## src/design/assert_macros.svh

```systemverilog
// Assertion helpers shared by the modules that check themselves.
// Each one expects clk and arst_n to be visible where it is used.
`ifndef ASSERT_MACROS_SVH
`define ASSERT_MACROS_SVH

// expr must never be true on a clock edge out of reset
`define VSH_ASSERT_NEVER(label, expr, msg) \
	label: assert property (@(posedge clk) disable iff (!arst_n) !(expr)) else $error(msg);

// when ante holds, cons must hold on the same edge
`define VSH_ASSERT_IMPLY(label, ante, cons, msg) \
	label: assert property (@(posedge clk) disable iff (!arst_n) (ante) |-> (cons)) \
		else $error(msg);

`endif

```

## src/design/vsh_pkg.sv

```systemverilog
package vsh_pkg;

	// opcodes
	localparam logic [1:0] OP_CLEAR = 2'd0;
	localparam logic [1:0] OP_PIXEL = 2'd1;
	localparam logic [1:0] OP_READ  = 2'd2;
	localparam logic [1:0] OP_NOP   = 2'd3;

	// store selects for a read
	localparam logic [2:0] SEL_RED   = 3'd0;
	localparam logic [2:0] SEL_GREEN = 3'd1;
	localparam logic [2:0] SEL_BLUE  = 3'd2;
	localparam logic [2:0] SEL_LUMA  = 3'd3;
	localparam logic [2:0] SEL_WAVE  = 3'd4;
	localparam logic [2:0] SEL_VEC   = 3'd5;

	// Q0.16 luma and chroma coefficients
	localparam int COEF_R = 13933;
	localparam int COEF_G = 46871;
	localparam int COEF_B = 4732;
	localparam int COEF_U = 41615;
	localparam int COEF_V = 35324;

	// widest waveform column the item format carries
	localparam int PCOL_BITS = 12;

	typedef enum logic [1:0] {
		BS_CLEAR,
		BS_IDLE,
		BS_EXEC
	} back_state_t;

	// fields that ride along the front pipeline unchanged
	typedef struct packed {
		logic [1:0]           op;
		logic [PCOL_BITS-1:0] pcol;
		logic [2:0]           read_store;
		logic [7:0]           read_row;
		logic [9:0]           read_col;
		logic                 bad;
	} pass_t;

	// classified item handed from front to back
	typedef struct packed {
		pass_t      p;
		logic [7:0] rbin;
		logic [7:0] gbin;
		logic [7:0] bbin;
		logic [7:0] ybin;
		logic [7:0] ubin;
		logic [7:0] vbin;
	} item_t;

	typedef struct packed {
		logic clearing;
	} back_stat_t;

	typedef struct packed {
		logic ready;
		logic empty;
	} fifo_stat_t;

	// clamp(v,0,1)*255 truncated, v in Q.12
	function automatic logic [7:0] bin_q12(input logic signed [15:0] v);
		logic [24:0] m;
		m = (25'(v) << 8) - 25'(v);
		if (v <= 16'sd0)
			return 8'd0;
		if (v >= 16'sd4096)
			return 8'd255;
		return m[19:12];
	endfunction

	// same for Q.28
	function automatic logic [7:0] bin_q28(input logic signed [32:0] v);
		logic [36:0] m;
		m = (37'(v) << 8) - 37'(v);
		if (v <= 33'sd0)
			return 8'd0;
		if (v >= (33'sd1 <<< 28))
			return 8'd255;
		return m[35:28];
	endfunction

	// same for Q.44
	function automatic logic [7:0] bin_q44(input logic signed [51:0] v);
		logic [52:0] m;
		m = (53'(v) << 8) - 53'(v);
		if (v <= 52'sd0)
			return 8'd0;
		if (v >= (52'sd1 <<< 44))
			return 8'd255;
		return m[51:44];
	endfunction

endpackage

```

## src/design/vsh_fifo.sv

```systemverilog
module vsh_fifo (
	input  logic           clk,
	input  logic           arst_n,
	input  logic           push,
	input  vsh_pkg::item_t din,
	input  logic           pop,
	output vsh_pkg::item_t dout,
	output vsh_pkg::fifo_stat_t stat
);
	import vsh_pkg::*;

	item_t      mem_q [4];
	logic [1:0] wr_q;
	logic [1:0] rd_q;
	logic [2:0] cnt_q;

	assign dout       = mem_q[rd_q];
	assign stat.ready = (cnt_q != 3'd4);
	assign stat.empty = (cnt_q == 3'd0);

	// pointers and fill level
	always_ff @(posedge clk or negedge arst_n) begin
		if (!arst_n) begin
			wr_q  <= '0;
			rd_q  <= '0;
			cnt_q <= '0;
		end else begin
			if (push)
				wr_q <= wr_q + 2'd1;
			if (pop)
				rd_q <= rd_q + 2'd1;
			if (push && !pop)
				cnt_q <= cnt_q + 3'd1;
			else if (pop && !push)
				cnt_q <= cnt_q - 3'd1;
		end
	end

	// entry storage
	always_ff @(posedge clk) begin
		if (push)
			mem_q[wr_q] <= din;
	end

endmodule

```

## config.mk

```make
export PLATFORM = sky130hd
export DESIGN_NAME = vsh_fifo
export DESIGN_NICKNAME = d
export VERILOG_FILES = /design/src/design/assert_macros.svh /design/src/design/vsh_pkg.sv /design/src/design/vsh_fifo.sv
export SDC_FILE = /design/constraint.sdc
export NUM_CORES = 1
export LEC_CHECK = 0
export BUFFER_PORTS_ARGS = -buffer_cell sky130_fd_sc_hd__buf_4
export CELL_PAD_IN_SITES_DETAIL_PLACEMENT = 1
export CELL_PAD_IN_SITES_GLOBAL_PLACEMENT = 2
export CORE_MARGIN = 2
export CORE_UTILIZATION = 35
export DETAILED_ROUTE_END_ITERATION = 10
export GPL_TIMING_DRIVEN = 0
export HOLD_SLACK_MARGIN = 0.1
export PLACE_DENSITY_LB_ADDON = 0.1
export SETUP_SLACK_MARGIN = 0.15
export SLEW_MARGIN = 25
export SYNTH_ARGS = -nofsm -noshare
export SYNTH_HDL_FRONTEND = slang
export SYNTH_SLANG_ARGS = --single-unit
```

## constraint.sdc

```tcl
create_clock -name clk -period 8.2 [get_ports clk]
set_input_delay 1.64 -clock clk [delete_from_list [all_inputs] [get_ports clk]]
set_output_delay 1.64 -clock clk [all_outputs]
set_load 0.1 [all_outputs]
```

==> results of run 1 <==
## critical path, stage by stage, from the launching register on
cell and delay [ps]:
dfrtp_1 420, buf_2 320, buf_2 370, mux4_2 370, buf_4 250
## cells in the final DEF, fill, tap and decap left out, types with 2 or more instances in the layout
cell	netlist	final
edfxtp_1	336	336
buf_4	4	177
mux4_2	84	84
clkbuf_16	0	41
clkinv_2	0	10
clkbuf_1	0	10
buf_16	0	8
dfrtp_1	7	7
buf_2	6	6
buf_12	5	5
ha_1	5	5
clkinv_1	0	5
inv_1	4	4
and2_4	0	4
xor2_1	4	4
buf_1	3	3
nand2_1	3	3
clkinvlp_4	0	3
nor2_1	2	2
xnor2_1	2	2
## synth_stat cells
cell      instances  area share (%)
nor3_1            1           0.040
o21ai_0           1           0.040
buf_4             4            0.24
nor2_1            2           0.060
and2_1            4            0.20
fa_1              1            0.16
buf_1             3           0.090
edfxtp_1        336              80
buf_6             1           0.090
buf_2             6            0.24
xnor2_1           2            0.14
nand2_1           3           0.090
mux4_2           84              15
mux2_2            1           0.090
inv_1             4            0.12
ha_1              5            0.50
dfrtp_1           7             1.4
xor2_1            4            0.28
buf_12            5            0.80
## worst min path at each step
stage | start | end | slack [ps]
2_1_floorplan | cnt_q[2] | cnt_q[2] | 460
3_3_place_gp | cnt_q[2] | cnt_q[2] | 490
3_5_place_dp | cnt_q[2] | cnt_q[2] | 520
4_1_cts | cnt_q[2] | cnt_q[2] | 540
5_1_grt | cnt_q[2] | cnt_q[2] | 570
6_report | cnt_q[2] | cnt_q[2] | 540
## kinds of logic (layout without fill, tap and decap cells)
kind of cell,Yosys count,count (layout),share of synthesized area (%)
AOI/OAI and AO/OA,1,1,0.03983
adders and majority gates,6,6,0.6578
and+or+nand+nor,10,10,0.3886
xor gates and xnor gates,6,6,0.4186
DFF,343,343,81.76
muxes,85,85,15.16
buffers and inverters,23,273,1.575
## state kept, by name, indices dropped and copies added (netlist names)
register,cells
mem_q,336
rd_q,2
wr_q,2
cnt_q,3
## layout make-up
type                            count  area (um2)
Buffer                             19       182.7
Inverter                            4       15.01
Clock inverter                     18       91.34
Timing Repair Buffer              181        1519
Tap cell                          461       576.8
Fill cell                        3242       19670
Clock buffer                       51        1064
Sequential cell                   343       10260
Multi-Input combinational cell    108        2102
## per-layer routing
metal,track usage [%],vias up,routed length (um)
li1,-,2491,-
met1,17.97,2939,10970
met2,23.23,138,12860
met3,3.626,44,1323
met4,3.619,0,500
met5,0,-,0
## metrics by stage
stage	setup slack, ps	hold WS, ps	util [%]	std cells
6_report	4312	544.9	44.57	1185
5_1_grt	4186	574.3	44.57	1185
4_1_cts	4245	541.1	44.57	1185
3_5_place_dp	4811	521.8	41.32	1116
3_3_place_gp	2168	488.7	40.67	1108
2_1_floorplan	4079	464.1	-	474
==> flow_summary.toml, run 1 <==
[global_routing]
grt_use_total_pct = 13.85
gr-total-overflow = 0
grt_pass1_vias = 6305
grt_max_degree = 38
grt_pass1_wl_mm = 39.49
antenna_found_initial = 0

[place]
hpwlAfterDp_mm = 16.14
portBuffers = 173
gp_congestion = 0.6978
place_area_um2 = 14660

[outcome]
status = "completed"

[clocking]
cts.clk_slew.worst_paths_ps = 50
cts_hold_buf = 0
cts_resized = 0
post_cts_buffers = 0
clock_latency_ps = 510
cts_htree_levels = 2
clockRootBuffer = "clkbuf_16"
cts_tree = "yes"
cts_buffers = 38
cts.sinks = 343
cts_buffer_depth = 3

[synth]
yosysWarnings = 0
ys_ff_latch = 343
ys_seq_area_share_pct = 81.76
syn_area_um2 = 12550
syn_nets = 568
ys_types = 19
syn_avg_cell_area_um2 = 26.49
synthCells = 474

[drt]
drtIter0Drc = 284
via_count = 5612
drc_errors = 0
dr.pass1.iters = 4
vias_per_cell = 4.736
antenna_left = 0
avgRoutedWirePerCell_um = 21.65
drt-total-wl_mm = 25.65

[min_path]
hold_path_depth = 1
hp-class = "register to register"

[finish]
finalNetCount = 789
layout-drive-gt1-share_pct = 46.96
fin_area_um2 = 15820
diodes = 0
area_growth_pct = 25.97

[sta]
slew_viol_final = 0
setup_viol = 0
hold_viol_final = 0
rsz0062_at_grt = "no"
worst_slew_pin_slew_ps = 725.8
fmax_mhz = 257.2
tns_ps = 0
period_share_pct = 47.42
period_minus_slack_ps = 3888
max_slew_margin_pct = 51.61
finalClockSkew_ps = 8.120

[die]
die_x_um = 193.4
dieArea_um2 = 37400
die_h_um = 193.4
initial_core_util_pct = 35.38
pin_count = 174
rows = 69
core_um2 = 35480

[worst_setup_path]
crit_required_ps = 6560
reg2reg_slack_ps = 6530
r2r_cells = 4
crit_path_end = "dout[25]"
rr_endpoint = "mem_q[0][35]"
cp-end-kind = "output pin"
critPathLaunchType = "register"
timing.rr.start = "wr_q[0]"
critPathKind = "register to output pin"
cp_max_fo = 10
crit_start = "rd_q[1]"
crit_arrival_ps = 2250

[job]
cap_violations = 0
Power of run 1 is left out: the tool's default activity adds up to more than one toggle a clock period on the data nets, which glitch-free logic cannot reach.
==> inputs of run 2 (changes only) <==
clock period = 3.4 ns   (was 8.2 ns; I/O delays follow)
==> run 2 against run 1 <==
Sequential cell count unchanged. Count of clock-buffer cells in the layout unchanged. Setup slack got worse by 3800 ps. Global-route usage unchanged. Design area barely moved. Critical endpoint unchanged. Worst hold slack got worse by 180 ps.
==> flow_summary.toml, run 2 (synthesis results as in run 1) <==
[outcome]
status = "completed"

[clocking]
cts.sinks = 343
cts.clk_slew.worst_paths_ps = 60
clock_latency_ps = 510
cts_hold_buf = 1
clockRootBuffer = "clkbuf_16"
cts_resized = 0
cts_htree_levels = 2
cts_tree = "yes"
cts_buffers = 38
cts_buffer_depth = 3
post_cts_buffers = 0

[drt]
avgRoutedWirePerCell_um = 21.63
drtIter0Drc = 276
antenna_left = 0
drc_errors = 0
drt-total-wl_mm = 25.66
vias_per_cell = 4.726
via_count = 5605
dr.pass1.iters = 4

[finish]
area_growth_pct = 26.05
fin_util_pct = 44.60
diodes = 0
final_common_cell = "edfxtp_1"
layout-drive-gt1-share_pct = 46.90
largest_reg_flops = 336
n_fill_cell = 3244
fin_area_um2 = 15830
finalNetCount = 790
final_cell_mix = "edfxtp_1, buf_4, mux4_2, clkbuf_16"
top_register = "mem_q"
reg_top3 = "mem_q: 336 flops, cnt_q: 3 flops"

[worst_setup_path]
cp_slowest_cell = "dfrtp_1"
critPathLaunchType = "register"
cp_max_fo = 10
critPathKind = "register to output pin"
crit_required_ps = 2720
worstPathCellList = "buf_2 > buf_2 > mux4_2 > buf_4"
cp_common_cell = "buf_2"
cp-end-kind = "output pin"
max_stage_delay_ps = 420
r2r_cells = 4
crit_arrival_ps = 2240

[global_routing]
grt_max_degree = 38
grt_pass1_wl_mm = 39.49
gr-total-overflow = 0
grt_pass1_vias = 6305
antenna_found_initial = 0
grt_use_total_pct = 13.85

[sta]
whs_ps = 365.8
period_minus_slack_ps = 2922
slew_viol_final = 0
finalClockSkew_ps = 8.418
worst_slew_pin_slew_ps = 736.5
hold_viol_final = 0
rsz0062_at_grt = "no"
max_slew_margin_pct = 50.90
period_share_pct = 85.94
setup_viol = 0
fmax_mhz = 342.2
tns_ps = 0

[die]
initial_core_util_pct = 35.38
rows = 69
die_h_um = 193.4
core_um2 = 35480
die_x_um = 193.4
dieArea_um2 = 37400
pin_count = 174

[place]
portBuffers = 173
gp_congestion = 0.6978
hpwlAfterDp_mm = 16.14
place_area_um2 = 14660

[min_path]
hp-class = "primary input to register"
hold_path_depth = 1

[job]
cap_violations = 0
[run 2: changes by cell type in the layout (fill, tap and decap cells not counted), sizes merged]
cell,delta
dlygate4sd3,+1
[run 2: metal layers]
metal | up-vias | track usage, % | wire length (um)
met5 | - | 0 | 0
met4 | 0 | 3.619 | 500
met3 | 44 | 3.626 | 1319
met2 | 140 | 23.23 | 12840
met1 | 2930 | 17.97 | 11000
li1 | 2491 | - | -
[run 2: stage by stage]
| step | worst slack, ps | cells |
|---|---|---|
| after floorplan | 238.9 | 474 |
| after global placement | -1672 | 1108 |
| after detailed placement | 970.6 | 1116 |
| after CTS | 405.3 | 1186 |
| after global routing | 346.3 | 1186 |
| final | 477.9 | 1186 |
[run 2: path summary, 6_finish.rpt]
kind / start / endpoint / slack (ps)
setup / recovery: rd_q[1] / dout[25] / 480
setup reg to reg: wr_q[0] / mem_q[0][35] / 1730
hold / removal: din[76] / mem_q[1][76] / 370
hold reg to reg: cnt_q[2] / cnt_q[2] / 540
max in group asynchronous: arst_n / rd_q[1] / 2750
min in group asynchronous: arst_n / rd_q[0] / 520
[run 2: critical path, delay by kind of cell, from the launching register on]
kind	cells	cell delay, ps
DFF	1	420
muxes	1	370
buffers and inverters	3	940
[run 2: cell type report]
class                   count  area, um2  area share, %
flip-flops and latches    343      10260          64.86
multi-input cells         108       2102          13.28
repair buffers            182       1529          9.662
clock buffers              51       1064          6.720
well taps                 461      576.8          3.645
plain buffers              19      182.7          1.154
clock inverters            18      91.34         0.5772
inverters                   4      15.01        0.09488
Power of run 2 is left out for the same reason.
