**src/design/assert_macros.svh**
```systemverilog
// Assertion helpers shared by the modules that check themselves.
// Each one expects clk and arst_n to be visible where it is used.
`ifndef ASSERT_MACROS_SVH
`define ASSERT_MACROS_SVH

// expr must never be true on a clock edge out of reset
`define VSH_ASSERT_NEVER(label, expr, msg) \
	label: assert property (@(posedge clk) disable iff (!arst_n) !(expr)) else $error(msg);

// when ante holds, cons must hold on the same edge
`define VSH_ASSERT_IMPLY(label, ante, cons, msg) \
	label: assert property (@(posedge clk) disable iff (!arst_n) (ante) |-> (cons)) \
		else $error(msg);

`endif

```
**src/design/vsh_pkg.sv**
```systemverilog
package vsh_pkg;

	// opcodes
	localparam logic [1:0] OP_CLEAR = 2'd0;
	localparam logic [1:0] OP_PIXEL = 2'd1;
	localparam logic [1:0] OP_READ  = 2'd2;
	localparam logic [1:0] OP_NOP   = 2'd3;

	// store selects for a read
	localparam logic [2:0] SEL_RED   = 3'd0;
	localparam logic [2:0] SEL_GREEN = 3'd1;
	localparam logic [2:0] SEL_BLUE  = 3'd2;
	localparam logic [2:0] SEL_LUMA  = 3'd3;
	localparam logic [2:0] SEL_WAVE  = 3'd4;
	localparam logic [2:0] SEL_VEC   = 3'd5;

	// Q0.16 luma and chroma coefficients
	localparam int COEF_R = 13933;
	localparam int COEF_G = 46871;
	localparam int COEF_B = 4732;
	localparam int COEF_U = 41615;
	localparam int COEF_V = 35324;

	// widest waveform column the item format carries
	localparam int PCOL_BITS = 12;

	typedef enum logic [1:0] {
		BS_CLEAR,
		BS_IDLE,
		BS_EXEC
	} back_state_t;

	// fields that ride along the front pipeline unchanged
	typedef struct packed {
		logic [1:0]           op;
		logic [PCOL_BITS-1:0] pcol;
		logic [2:0]           read_store;
		logic [7:0]           read_row;
		logic [9:0]           read_col;
		logic                 bad;
	} pass_t;

	// classified item handed from front to back
	typedef struct packed {
		pass_t      p;
		logic [7:0] rbin;
		logic [7:0] gbin;
		logic [7:0] bbin;
		logic [7:0] ybin;
		logic [7:0] ubin;
		logic [7:0] vbin;
	} item_t;

	typedef struct packed {
		logic clearing;
	} back_stat_t;

	typedef struct packed {
		logic ready;
		logic empty;
	} fifo_stat_t;

	// clamp(v,0,1)*255 truncated, v in Q.12
	function automatic logic [7:0] bin_q12(input logic signed [15:0] v);
		logic [24:0] m;
		m = (25'(v) << 8) - 25'(v);
		if (v <= 16'sd0)
			return 8'd0;
		if (v >= 16'sd4096)
			return 8'd255;
		return m[19:12];
	endfunction

	// same for Q.28
	function automatic logic [7:0] bin_q28(input logic signed [32:0] v);
		logic [36:0] m;
		m = (37'(v) << 8) - 37'(v);
		if (v <= 33'sd0)
			return 8'd0;
		if (v >= (33'sd1 <<< 28))
			return 8'd255;
		return m[35:28];
	endfunction

	// same for Q.44
	function automatic logic [7:0] bin_q44(input logic signed [51:0] v);
		logic [52:0] m;
		m = (53'(v) << 8) - 53'(v);
		if (v <= 52'sd0)
			return 8'd0;
		if (v >= (52'sd1 <<< 44))
			return 8'd255;
		return m[51:44];
	endfunction

endpackage

```
**src/design/vsh_front.sv**
```systemverilog
module vsh_front #(
	parameter int MAX_WIDTH = 1024
) (
	input  logic                clk,
	input  logic                arst_n,
	input  logic [10:0]         frame_width,
	input  logic                in_valid,
	output logic                in_ready,
	input  logic [1:0]          opcode,
	input  logic signed [15:0]  red_in,
	input  logic signed [15:0]  green_in,
	input  logic signed [15:0]  blue_in,
	input  logic [2:0]          read_store,
	input  logic [7:0]          read_row,
	input  logic [9:0]          read_col,
	input  vsh_pkg::back_stat_t bstat,
	input  vsh_pkg::fifo_stat_t fstat,
	output logic                push,
	output vsh_pkg::item_t      item
);
	import vsh_pkg::*;

	localparam int WB = $clog2(MAX_WIDTH + 1);
	localparam int WX = (WB > 11) ? WB : 11;
	localparam int CB = (MAX_WIDTH > 1) ? $clog2(MAX_WIDTH) : 1;

	logic          adv;
	logic          take;
	logic [WX-1:0] fw_x;
	logic [WX-1:0] eff_w;
	logic [WX-1:0] col_x;
	logic [WX-1:0] col_nx;
	logic [CB-1:0] col_q;
	logic          bad_c;

	logic v_s1, v_s2, v_s3, v_s4, v_s5;
	pass_t p_s1, p_s2, p_s3, p_s4, p_s5;
	logic signed [32:0] pr_s1, pg_s1, pb_s1;
	logic signed [15:0] r_s1, g_s1, b_s1;
	logic signed [32:0] y_s2;
	logic signed [15:0] r_s2, b_s2;
	logic [7:0] rb_s2, gb_s2, bb_s2, rb_s3, gb_s3, bb_s3, rb_s4, gb_s4, bb_s4;
	logic [7:0] rb_s5, gb_s5, bb_s5;
	logic [7:0] yb_s3, yb_s4, yb_s5, ub_s5, vb_s5;
	logic signed [33:0] du_s3, dv_s3;
	logic signed [51:0] mu_s4, mv_s4;

	// whole pipeline moves together unless the last stage is stuck
	assign adv      = !v_s5 || fstat.ready;
	assign in_ready = adv && !bstat.clearing;
	assign take     = in_valid && in_ready;
	assign push     = v_s5 && fstat.ready;

	// effective width and the column this pixel lands in
	always_comb begin
		fw_x   = WX'(frame_width);
		eff_w  = (fw_x == '0) ? WX'(1) : ((fw_x > WX'(MAX_WIDTH)) ? WX'(MAX_WIDTH) : fw_x);
		col_x  = (WX'(col_q) < eff_w) ? WX'(col_q) : '0;
		col_nx = col_x + WX'(1);
	end

	// read address check
	always_comb begin
		case (read_store)
			SEL_RED, SEL_GREEN, SEL_BLUE, SEL_LUMA: bad_c = 1'b0;
			SEL_WAVE: bad_c = !(WX'(read_col) < eff_w);
			SEL_VEC:  bad_c = (read_col > 10'd255);
			default:  bad_c = 1'b1;
		endcase
	end

	// valids and column counter
	always_ff @(posedge clk or negedge arst_n) begin
		if (!arst_n) begin
			v_s1  <= 1'b0;
			v_s2  <= 1'b0;
			v_s3  <= 1'b0;
			v_s4  <= 1'b0;
			v_s5  <= 1'b0;
			col_q <= '0;
		end else begin
			if (adv) begin
				v_s1 <= take && (opcode != OP_NOP);
				v_s2 <= v_s1;
				v_s3 <= v_s2;
				v_s4 <= v_s3;
				v_s5 <= v_s4;
			end
			if (take && opcode == OP_CLEAR)
				col_q <= '0;
			else if (take && opcode == OP_PIXEL)
				col_q <= (col_nx >= eff_w) ? '0 : CB'(col_nx);
		end
	end

	// datapath stages: products, luma, chroma differences, scaling, bins
	always_ff @(posedge clk) begin
		if (adv) begin
			p_s1.op         <= opcode;
			p_s1.pcol       <= PCOL_BITS'(col_x);
			p_s1.read_store <= read_store;
			p_s1.read_row   <= read_row;
			p_s1.read_col   <= read_col;
			p_s1.bad        <= bad_c;
			pr_s1 <= 33'(red_in) * 33'sd13933;
			pg_s1 <= 33'(green_in) * 33'sd46871;
			pb_s1 <= 33'(blue_in) * 33'sd4732;
			r_s1  <= red_in;
			g_s1  <= green_in;
			b_s1  <= blue_in;

			p_s2  <= p_s1;
			y_s2  <= pr_s1 + pg_s1 + pb_s1;
			r_s2  <= r_s1;
			b_s2  <= b_s1;
			rb_s2 <= bin_q12(r_s1);
			gb_s2 <= bin_q12(g_s1);
			bb_s2 <= bin_q12(b_s1);

			p_s3  <= p_s2;
			rb_s3 <= rb_s2;
			gb_s3 <= gb_s2;
			bb_s3 <= bb_s2;
			yb_s3 <= bin_q28(y_s2);
			du_s3 <= (34'(r_s2) <<< 16) - 34'(y_s2);
			dv_s3 <= (34'(b_s2) <<< 16) - 34'(y_s2);

			p_s4  <= p_s3;
			rb_s4 <= rb_s3;
			gb_s4 <= gb_s3;
			bb_s4 <= bb_s3;
			yb_s4 <= yb_s3;
			mu_s4 <= 52'(du_s3) * 52'sd41615;
			mv_s4 <= 52'(dv_s3) * 52'sd35324;

			p_s5  <= p_s4;
			rb_s5 <= rb_s4;
			gb_s5 <= gb_s4;
			bb_s5 <= bb_s4;
			yb_s5 <= yb_s4;
			ub_s5 <= bin_q44(mu_s4 + (52'sd1 <<< 43));
			vb_s5 <= bin_q44(mv_s4 + (52'sd1 <<< 43));
		end
	end

	always_comb begin
		item.p    = p_s5;
		item.rbin = rb_s5;
		item.gbin = gb_s5;
		item.bbin = bb_s5;
		item.ybin = yb_s5;
		item.ubin = ub_s5;
		item.vbin = vb_s5;
	end

endmodule

```
**config.mk**
```make
export PLATFORM = sky130hd
export DESIGN_NAME = vsh_front
export DESIGN_NICKNAME = d
export VERILOG_FILES = /design/src/design/assert_macros.svh /design/src/design/vsh_pkg.sv /design/src/design/vsh_front.sv
export SDC_FILE = /design/constraint.sdc
export NUM_CORES = 2
export LEC_CHECK = 0
export ABC_AREA = 1
export CAP_MARGIN = 15
export CORE_UTILIZATION = 50
export DETAILED_ROUTE_END_ITERATION = 16
export DONT_BUFFER_PORTS = 1
export PLACE_DENSITY = 0.65
export SKIP_LAST_GASP = 1
export SLEW_MARGIN = 20
export SYNTH_ARGS = -nofsm -noshare
export SYNTH_HDL_FRONTEND = slang
export SYNTH_SLANG_ARGS = --single-unit
```
**constraint.sdc**
```tcl
create_clock -name clk -period 29 [get_ports clk]
set_clock_uncertainty 0.2 [all_clocks]
set_input_delay 1.45 -clock clk [delete_from_list [all_inputs] [get_ports clk]]
set_output_delay 1.45 -clock clk [all_outputs]
set_load 0.02 [all_outputs]
```
==> summary.md <==
| Metric | Value |
|---|---|
| CTS buffer count | 76 |
| Final nets | 9181 |
| Clk buf depth | 3 |
| Sequential share of the synthesized area | 0.289 |
| # diodes | 0 |
| Reg2reg path depth | 22 |
| Slowest CP cell | edfxtp_1 |
| Yosys warning count | 0 |
| GP Congestion | 0.943 |
| Synth cell count leaders | inv_1 (1739), nand2_1 (995), ha_1 (940), fa_1 (692), edfxtp_1 (657) |
| Initial Utilization | 0.505 |
| Most used DFF post-synth | edfxtp_1 |
| Port bufs | 0 |
| CP endpoint kind | flip-flop |
| Reg2reg start | du_s3[15]$_DFFE_PN_ |
| Met3 Use GR | 0.0269 |
| Status | complete, no violations |
| Num Clock Sinks | between 600 and 700 |
| Seq cells post-synth | 672 |
| CTS H-tree depth | 3 |
| Die span in y | 375 µm |
| Critical-path maximum fanout | 8 |
| WP data required | between 20000 and 30000 ps |
| Arr. time, crit path | 6800 ps |
| First-pass GRT wire length | 262000 µm |
| Drt total wl | 161000 µm |
| Hold depth | 0 |
| Clk slew on worst S/H paths | 60 ps |
| RSZ-0062 raised after global routing | false |
| Clk root buf | clkbuf_16 |
| Post-synth EDFFs | 657 |
| Grt total ovfl | 0 |
| Avg Vias per Cell | 5.22 |
| Setup CP Type | flip-flop to flip-flop |
| Syn avg cell area | 9.41 µm² |
| Die Wd | 375 µm |
| GRT Util Overall | 0.234 |
| Top cells by area, synth | edfxtp_1 (28%), fa_1 (20%), ha_1 (17%) |
| Ys async rst share | 0.0223 |
| Final Hold Viols | 0 |
| Initial DRC Count | 2775 |
| Setup-failing EPs final | 0 |
| Layout area overhead | 6.89% |
| Routed Antenna Nets | 0 |
| Busiest grt layer | met2 |
| Initial antenna violation count | 0 |
| Library cells used by synthesis | 66 |
| Most frequent CP cell | inv_1 |
| Mapped Cells | 7383 |
| # resized after CTS | 0 |
| GRT met2 Usage | 0.418 |
| Cell Rows | 136 |
| Die area | 0.140 mm² |
| Hold_buf cts | 0 |
| Worst relative slew slack | 0.330 |
| Max Slew Vio Count | 0 |
| Crit share post-route | 0.227 |
| CTS tree | yes |
| Fin crit period | approximately 6600 ps |
| Clk Latency, worst-skew pair | roughly 700 ps |
| Largest net degree at the start of global routing | 165 |
| Maxcap violations | 0 |
| Vias in the first global route | 50.3k |
| Drt pass-1 iters | 6 |
| Startpoint Class | flip-flop |
| Post-CTS setup buffer count | 0 |
| CP peak stage delay | roughly 670 ps |
| Worst slew pin tran | 1000 ps |
| Post-Syn Area | 0.0695 mm² |
| Setup TNS | 0 ps |
| DRC viols | 0 |
| Critical path cell sequence | inv_1 > fa_1 > fa_1 > inv_1 > ha_1 > inv_1 > fa_1 > inv_1 > fa_1 > inv_1 > fa_1 > inv_1 > ha_1 > nand2_1 > nor2_1 > nand2_1 > nor4b_1 > nand3_1 > nand3_1 > nand2_1 > nand3b_1 > xor2_1 |
| DP HPWL | 137000 µm |
| Area leader, netlist | edfxtp_1 |
| Worst hold path type | flip-flop to flip-flop |
| Fraction of layout cells with a size suffix above 1 | 0.0281 |
| Hold_sp | p_s1[27]$_DFFE_PN_ |
| M1 GR Usage | 0.297 |
| Top-area cell type share of the netlist area | 0.284 |
| Core area | 0.138 mm² |
| Vias | 48.7k |
| Fmax | 152 MHz |
| Ports | 174 |
| Average wire per standard cell | 17.3 µm |
| CP Launch Point | du_s3[15]$_DFFE_PN_ |
| Cell with the most instances after synthesis | inv_1 |
[cells in the final DEF (no fill, tap or decap), drive strengths merged, types with 17 or more instances in the layout]
cell / instances
inv: 1754
nand2: 1005
ha: 940
fa: 692
edfxtp: 657
nor2: 462
a21oi: 452
o21ai: 313
nand3: 232
xor2: 220
nand4: 99
xnor2: 92
nor3: 89
clkbuf: 88
a21o: 60
a31oi: 53
nor4: 49
o21bai: 48
clkinv: 30
o21a: 24
o211ai: 18
or2: 17
[state kept, by name, summed over array words and instances, names as in the netlist, 27 cells and up]
name   count
pg_s1     33
pr_s1     31
mv_s4     47
item      34
mu_s4     51
y_s2      33
pb_s1     27
p_s4      34
p_s2      34
du_s3     34
p_s3      34
p_s1      34
[per-stage QoR]
stage | hold slack, ps | instance area [µm²] | setup slack, ps | instances | utilization
2_1_floorplan | 200 | 69500 | 13400 | 7384 | -
3_3_place_gp | 200 | 71700 | 22250 | 9177 | 0.521
3_5_place_dp | 205 | 71700 | 22170 | 9177 | 0.521
4_1_cts | 174 | 74200 | 22360 | 9315 | 0.539
5_1_grt | 185 | 74200 | 22070 | 9315 | 0.539
6_report | 193 | 74200 | 22430 | 9315 | 0.539
[kinds of logic after synthesis]
logic type / after synthesis / share of synthesized area
DFF: 672 / 0.289
and+or+nand+nor: 1982 / 0.123
xor gates and xnor gates: 312 / 0.0393
other: 1 / 0.0000540
AOI/OAI and AO/OA: 1030 / 0.0847
adders and majority gates: 1632 / 0.369
buffers and inverters: 1754 / 0.0949
[final cells by class]
cell class	instances	area, µm²
clock buffer	88	2000
multi-input combinational	4958	42800
timing repair buffer	8	76.3
tap	1794	2240
inverter	1745	6560
sequential	672	20100
fill	12400	63400
clock inverter	50	498
[final timing paths]
kind	to	slack, ps
max	mv_s4[47]$_DFFE_PN_	22430
min	p_s2[27]$_DFFE_PN_	190
max reg2reg	mv_s4[47]$_DFFE_PN_	22430
min reg2reg	p_s2[27]$_DFFE_PN_	190
max in group asynchronous	col_q[5]$_DFFE_PN0P_	28270
min in group asynchronous	col_q[7]$_DFFE_PN0P_	240
[critical path: cells and delay by family (launching register included)]
kind / cells / cell delay (ps)
xor gates and xnor gates: 1 / 70
adders and majority gates: 7 / 3370
buffers and inverters: 6 / 640
DFF: 1 / 670
and+or+nand+nor: 8 / 1340
[routing by layer]
metal,wire [µm],vias to the layer above
li1,-,24200
met1,70300,23400
met2,80900,813
met3,5020,225
met4,4510,0
met5,0,-
Power is left out: the tool's default activity adds up to more than one toggle a clock period on the data nets, which glitch-free logic cannot reach.
